[config.mk]
export PLATFORM = sky130hd
export DESIGN_NAME = plcm_ctrl
export DESIGN_NICKNAME = d
export VERILOG_FILES = /design/src/rtl/core/plcm_pkg.sv /design/src/rtl/core/plcm_ctrl.sv
export SDC_FILE = /design/constraint.sdc
export NUM_CORES = 1
export LEC_CHECK = 0
export ABC_AREA = 1
export BUFFER_PORTS_ARGS = -buffer_cell sky130_fd_sc_hd__clkbuf_2
export CORE_MARGIN = 5
export CORE_UTILIZATION = 35
export DETAILED_ROUTE_END_ITERATION = 10
export PLACE_DENSITY_LB_ADDON = 0.12
export SLEW_MARGIN = 20
export SYNTH_ARGS = -nofsm -noshare
export SYNTH_HDL_FRONTEND = slang
export SYNTH_SLANG_ARGS = --single-unit
[constraint.sdc]
create_clock -name clock -period 2.8 [get_ports clock]
set_clock_uncertainty 0.15 [all_clocks]
set_input_delay 0.56 -clock clock [delete_from_list [all_inputs] [get_ports clock]]
set_output_delay 0.56 -clock clock [all_outputs]
set_load 0.005 [all_outputs]
[src/rtl/core/plcm_pkg.sv]
`default_nettype none
package plcm_pkg;
   localparam int MaxPointsDefault = 16;
   localparam int FracBitsDefault  = 16;
   localparam int KeyW = 32;
   localparam int ColorW = 24;

   localparam logic FUNC_INSERT = 1'b0;
   localparam logic FUNC_LOOKUP = 1'b1;

   localparam logic [1:0] STATUS_LOOKUP = 2'd0;
   localparam logic [1:0] STATUS_INSERT = 2'd1;
   localparam logic [1:0] STATUS_FULL   = 2'd2;

   typedef struct packed {
      logic             func;
      logic signed [31:0] key_value;
      logic [7:0]       red_in;
      logic [7:0]       green_in;
      logic [7:0]       blue_in;
   } req_type;

   typedef struct packed {
      logic [7:0] red_out;
      logic [7:0] green_out;
      logic [7:0] blue_out;
      logic [1:0] status;
   } rsp_type;

   // Commands from controller to datapath.
   typedef struct packed {
      logic load;       // capture request, reset scan index
      logic scan_step;  // read one table entry and advance
      logic shift_step; // move one entry up during insert
      logic write_new;  // write the new point at the insert position
      logic div_start;  // start the three-channel division
      logic respond;    // present result
   } cmd_type;

   // Status from datapath to controller.
   typedef struct packed {
      logic is_lookup;
      logic full;
      logic scan_done;  // scan found its point or ran off the end
      logic shift_done;
      logic need_div;
      logic div_done;
   } stat_type;
endpackage
`default_nettype wire

[src/rtl/core/plcm_ctrl.sv]
`default_nettype none
module plcm_ctrl
   import plcm_pkg::*;
(
   input  wire logic     clock,
   input  wire logic     reset,
   input  wire logic     start,
   input  wire stat_type stat,
   output cmd_type       cmd,
   output logic          busy,
   output logic          done
);
   typedef enum logic [7:0] {
      S_IDLE  = 8'b00000001,
      S_LOAD  = 8'b00000010,
      S_SCAN  = 8'b00000100,
      S_MUL   = 8'b00001000,
      S_DIV   = 8'b00010000,
      S_SHIFT = 8'b00100000,
      S_RESP  = 8'b01000000,
      S_OUT   = 8'b10000000
   } state_type;

   state_type state_ff, state_in;
   logic      done_ff;

   always_comb begin
      state_in = state_ff;
      cmd = '0;
      case (state_ff)
         S_IDLE: begin
            if (start) begin
               cmd.load = 1'b1;
               state_in = S_LOAD;
            end
         end
         S_LOAD: state_in = stat.is_lookup ? S_SCAN : (stat.full ? S_RESP : S_SHIFT);
         S_SCAN: begin
            if (stat.scan_done) state_in = stat.need_div ? S_MUL : S_RESP;
            else cmd.scan_step = 1'b1;
         end
         S_MUL: begin
            cmd.div_start = 1'b1;
            state_in = S_DIV;
         end
         S_DIV: if (stat.div_done) state_in = S_RESP;
         S_SHIFT: begin
            if (stat.shift_done) begin
               cmd.write_new = 1'b1;
               state_in = S_RESP;
            end else cmd.shift_step = 1'b1;
         end
         S_RESP: begin
            cmd.respond = 1'b1;
            state_in = S_OUT;
         end
         S_OUT: state_in = S_IDLE;
         default: state_in = S_IDLE;
      endcase
   end

   always_ff @(posedge clock) begin
      if (reset) begin
         state_ff <= S_IDLE;
         done_ff  <= 1'b0;
      end else begin
         state_ff <= state_in;
         done_ff  <= cmd.respond;
      end
   end

   assign busy = state_ff != S_IDLE;
   assign done = done_ff;
endmodule
`default_nettype wire

-- After elaboration in Yosys (flattened, before gate mapping)
Index checks and enable logic that the tools add are counted.
- add/subtract/negate cells: 0
- $mul: 0
- div/mod/pow operators: 0
- order comparisons: 0
- equal/unequal tests: 12
- shift operators: 0
- muxes and demuxes: 17
- bitwise logic cells: 0
- reductions and logical operators: 1
- operators by type and width (kind ; number):
    8-bit case mux with 7 select lines ; 1
    8-bit 2-to-1 mux ; 4
    7-bit 2-to-1 mux ; 3
    8-bit by 1-bit == test with 1-bit output, second input constant ; 1
    8-bit by 2-bit == test with 1-bit output, second input constant ; 1
    8-bit by 3-bit == test with 1-bit output, second input constant ; 1
    8-bit by 4-bit == test with 1-bit output, second input constant ; 1
    8-bit by 5-bit == test with 1-bit output, second input constant ; 1
    8-bit by 6-bit == test with 1-bit output, second input constant ; 1
    8-bit by 7-bit == test with 1-bit output, second input constant ; 1
    1-bit 2-to-1 mux ; 8
    2-bit inequality test, second input constant ; 4
    8-bit by 1-bit inequality test with 1-bit output, second input constant ; 1
    4-bit AND reduction ; 1
    2-bit 2-to-1 mux ; 1
- register bits after elaboration: 9
- latch bits: 0
- bits in writable memories: 0
- bits in read-only memories: 0
- input port bits: 9
- output and inout port bits: 8
- logic and storage cells: 32
- memories: 0

-- Depth between registers and ports, before layout
- depth in word-level cells: 3
- gate-level depth with buffers: 8
- mapped depth without buffers: 8

-- Least setup slack after synthesis
No wires, ideal clock.
- path kind: reg2out
- start: register state_ff[4]
- end: output cmd[5] in the netlist's numbering
- data arrival time: 0.849 ns
- required time: 2.090 ns
- path slack: 1.241 ns
- stages on the path, launching flop included: 6
- buffers on the path: 0
- cell sequence: dfxtp_1 > nor2_2 > inv_2 > nor2_8 > nand2_1 > nor2_1
- RTL lines (item ; RTL line ; RTL):
    from (decl) ; plcm_ctrl.sv:24 ; state_type state_ff, state_in;
    from (signal assigned) ; plcm_ctrl.sv:67 ; state_ff <= state_in;
    to (decl) ; plcm_ctrl.sv:9 ; output cmd_type cmd,

==> out/metrics.yaml <==
status:
  run_status: "finished, final reports clean"
power_and_ir_drop:
  p_leak_nw: 0.393
  internal-power_uw: 205
  peakVddDrop_mv: 0.248
  p_seq_share_pct: 46.9
  clockPowerShare_pct: 37.0
  power_density_mw_per_mm2: 422
  switching_power_uw: 80.2
  switching_share_pct: 28.1
  combPwrFrac_pct: 16.1
clock_tree:
  cts_root_buf: "clkbuf_4"
  htreeDepth: 1
  cts_made_buffers: 3
  clkLatencyLatePin_ns: 0.27
  cts-resized-gates: 0
  hold_buffers: 0
  clock_sinks: 9
  cts_setup_buffers: 0
  cts_tree: "done"
  ctsLongestPathBuffers: 2
  cts.clk_slew.worst_paths_ns: 0.06
sta:
  tightest_slew_ns: 0.207
  rsz0062_at_grt: "false"
  relSlewSlack_pct: 86.1
  tns_ns: 0
  min_period_over_period_pct: 71.4
  slew_violations: 0
  clock.fmax_mhz: 500
  hold_viol: 0
  finalSetupViolations: 0
  period_needed_ns: 2.00
global_routing:
  antenna_found_initial: 0
  grt_max_degree: 10
  grt.overflow.total: 0
  use_met1_pct: 14.4
  grt.met3_usage_pct: 3.31
  gr-usage-met2_pct: 12.7
  grt_busiest_layer: "met1"
  grt_pass1_wl_mm: 1.97
  grt_pass1_vias: 479
  grtUsageTotal_pct: 10.5
detailed_routing:
  vias_per_cell: 4.31
  drtPass1Iterations: 4
  route.detailed.drc: 0
  drt-total-wl_mm: 1.18
  postRouteAntennaNets: 0
  vias: 521
  first_iter_violations: 13
  wl_per_cell_um: 9.74
worst_setup_path:
  reg2reg_depth: 8
  arrival_ns: 1.29
  crit_path_max_fanout: 8
  cp-start-kind: "flop"
  critPathKind: "flop to output port"
  required_ns: 2.09
  regToRegSetupSlack_ns: 1.45
  critPathCaptureType: "output port"
  r2r_end: "state_ff[0]$_SDFFE_PP1P_"
  reg2reg_from: "state_ff[4]$_SDFFE_PP0P_"
placed_design:
  dp_cells: 117
  portBuffers: 16
  place_congestion: 0.798
  dpl.hpwl_um: 965
synthesis:
  ys_warn_count: 0
  yosysUniqueCellTypes: 17
  synth-seq-cells: 9
  synth-seq-area-share_pct: 32.6
  netlist_instances: 86
  synth.avg_cell_area_um2: 6.43
  synthTopCellsByArea: "dfxtp_1, inv_1, nand2_1"
  syn-num-nets: 95
  synth_top_area_share_pct: 32.6
  synth_area_um2: 553
  synth_top_area_cell: "dfxtp_1"
layout:
  synthToLayoutAreaGrowth_pct: 22.2
  fillerInstances: 162
  antenna_cells: 0
  nets: 115
  drive_gt1_share_pct: 30.5
  finalNonFillerCells: 121
  mostFrequentLayoutCells: "inv_1, nand2_1, nor2_1, clkbuf_2, dfxtp_1"
hold_path:
  holdPathEnd: "state_ff[3]$_SDFFE_PP0P_"
  hold_depth: 3
  min-delay-start: "stat[1]"
  worstHoldPathType: "input pin to flop"
floorplan:
  core_area_mm2: 0.00151
  fp.dieW_um: 49.8
  num_io_pins: 17
  rows: 14
  die_h_um: 49.8
  die_area_mm2: 0.00248
  initial_core_util_pct: 36.7
run:
  maxCapViolations: 0
cell type report:
class / instances / area [um^2] / share of cell area (%)
Multi-Input combinational cell: 57 / 298 / 44.1
Sequential cell: 9 / 180 / 26.7
Timing Repair Buffer: 16 / 80.1 / 11.9
Inverter: 19 / 71.3 / 10.6
Clock buffer: 4 / 26.3 / 3.89
Tap cell: 16 / 20.0 / 2.96
metrics by stage:
stage                     setup WS, ns  hold slack, ns  area [um^2]  utilization [%]  power [mW]
after floorplan                   1.24           0.400          553                -       0.168
after global placement            1.09           0.434          649             43.1       0.183
after detailed placement          1.08           0.425          649             43.1       0.183
after CTS                        0.782           0.389          676             44.9       0.288
after global routing             0.711           0.395          676             44.9       0.303
final                            0.801           0.389          676             44.9       0.285
critical path, stage by stage, from the launching register on:
cell	delay (ns)
dfxtp_1	0.33
nor2_2	0.15
inv_2	0.08
nor2_8	0.13
nand2_1	0.12
nor2_1	0.10
clkbuf_2	0.12
worst max path at each step:
stage               cells after the start                      from     end  slack (ns)
finish                                  6  state_ff[4]$_SDFFE_PP0P_  cmd[5]        0.80
global route                            6  state_ff[4]$_SDFFE_PP0P_  cmd[1]        0.71
CTS                                     6  state_ff[4]$_SDFFE_PP0P_  cmd[5]        0.78
detailed placement                      6  state_ff[4]$_SDFFE_PP0P_  cmd[5]        1.08
global placement                        6  state_ff[4]$_SDFFE_PP0P_  cmd[5]        1.09
floorplan                               5  state_ff[4]$_SDFFE_PP0P_  cmd[5]        1.24
power by group through the flow:
| stage | Sequential [mW] | Clock (mW) | Combinational [mW] |
|---|---|---|---|
| finish | 0.134 | 0.106 | 0.0460 |
| global route | 0.134 | 0.116 | 0.0525 |
| CTS | 0.134 | 0.107 | 0.0463 |
| detailed placement | 0.137 | 0 | 0.0462 |
| global placement | 0.137 | 0 | 0.0458 |
| floorplan | 0.136 | 0 | 0.0315 |
flip-flops by register name, summed over array words and instances, names as in the netlist:
signal	cells
state_ff	8
done	1
Yosys cell counts:
cell type,number
nand2_1,17
buf_1,1
nand3_2,2
inv_2,2
nor3_1,1
nor2_8,1
inv_1,17
a21oi_1,3
nor3_2,1
nand2_2,3
nand3_1,6
nor2_2,2
nand3b_1,3
nor2_1,16
and2_4,1
nor2_4,1
dfxtp_1,9
cell families (layout without fill, tap and decap cells):
kind of cell,Yosys count,count (layout),synth area share [%]
AOI/OAI and AO/OA,3,3,2.71
buffers and inverters,20,39,13.6
DFF,9,9,32.6
and+or+nand+nor,54,54,51.1
routing by layer:
metal,routed length [um],part of all wire (%)
met1,612,52
met2,435,37
met3,88,7.5
met4,42,3.6
met5,0,0
No activity file was read; power rests on OpenSTA's default activity.
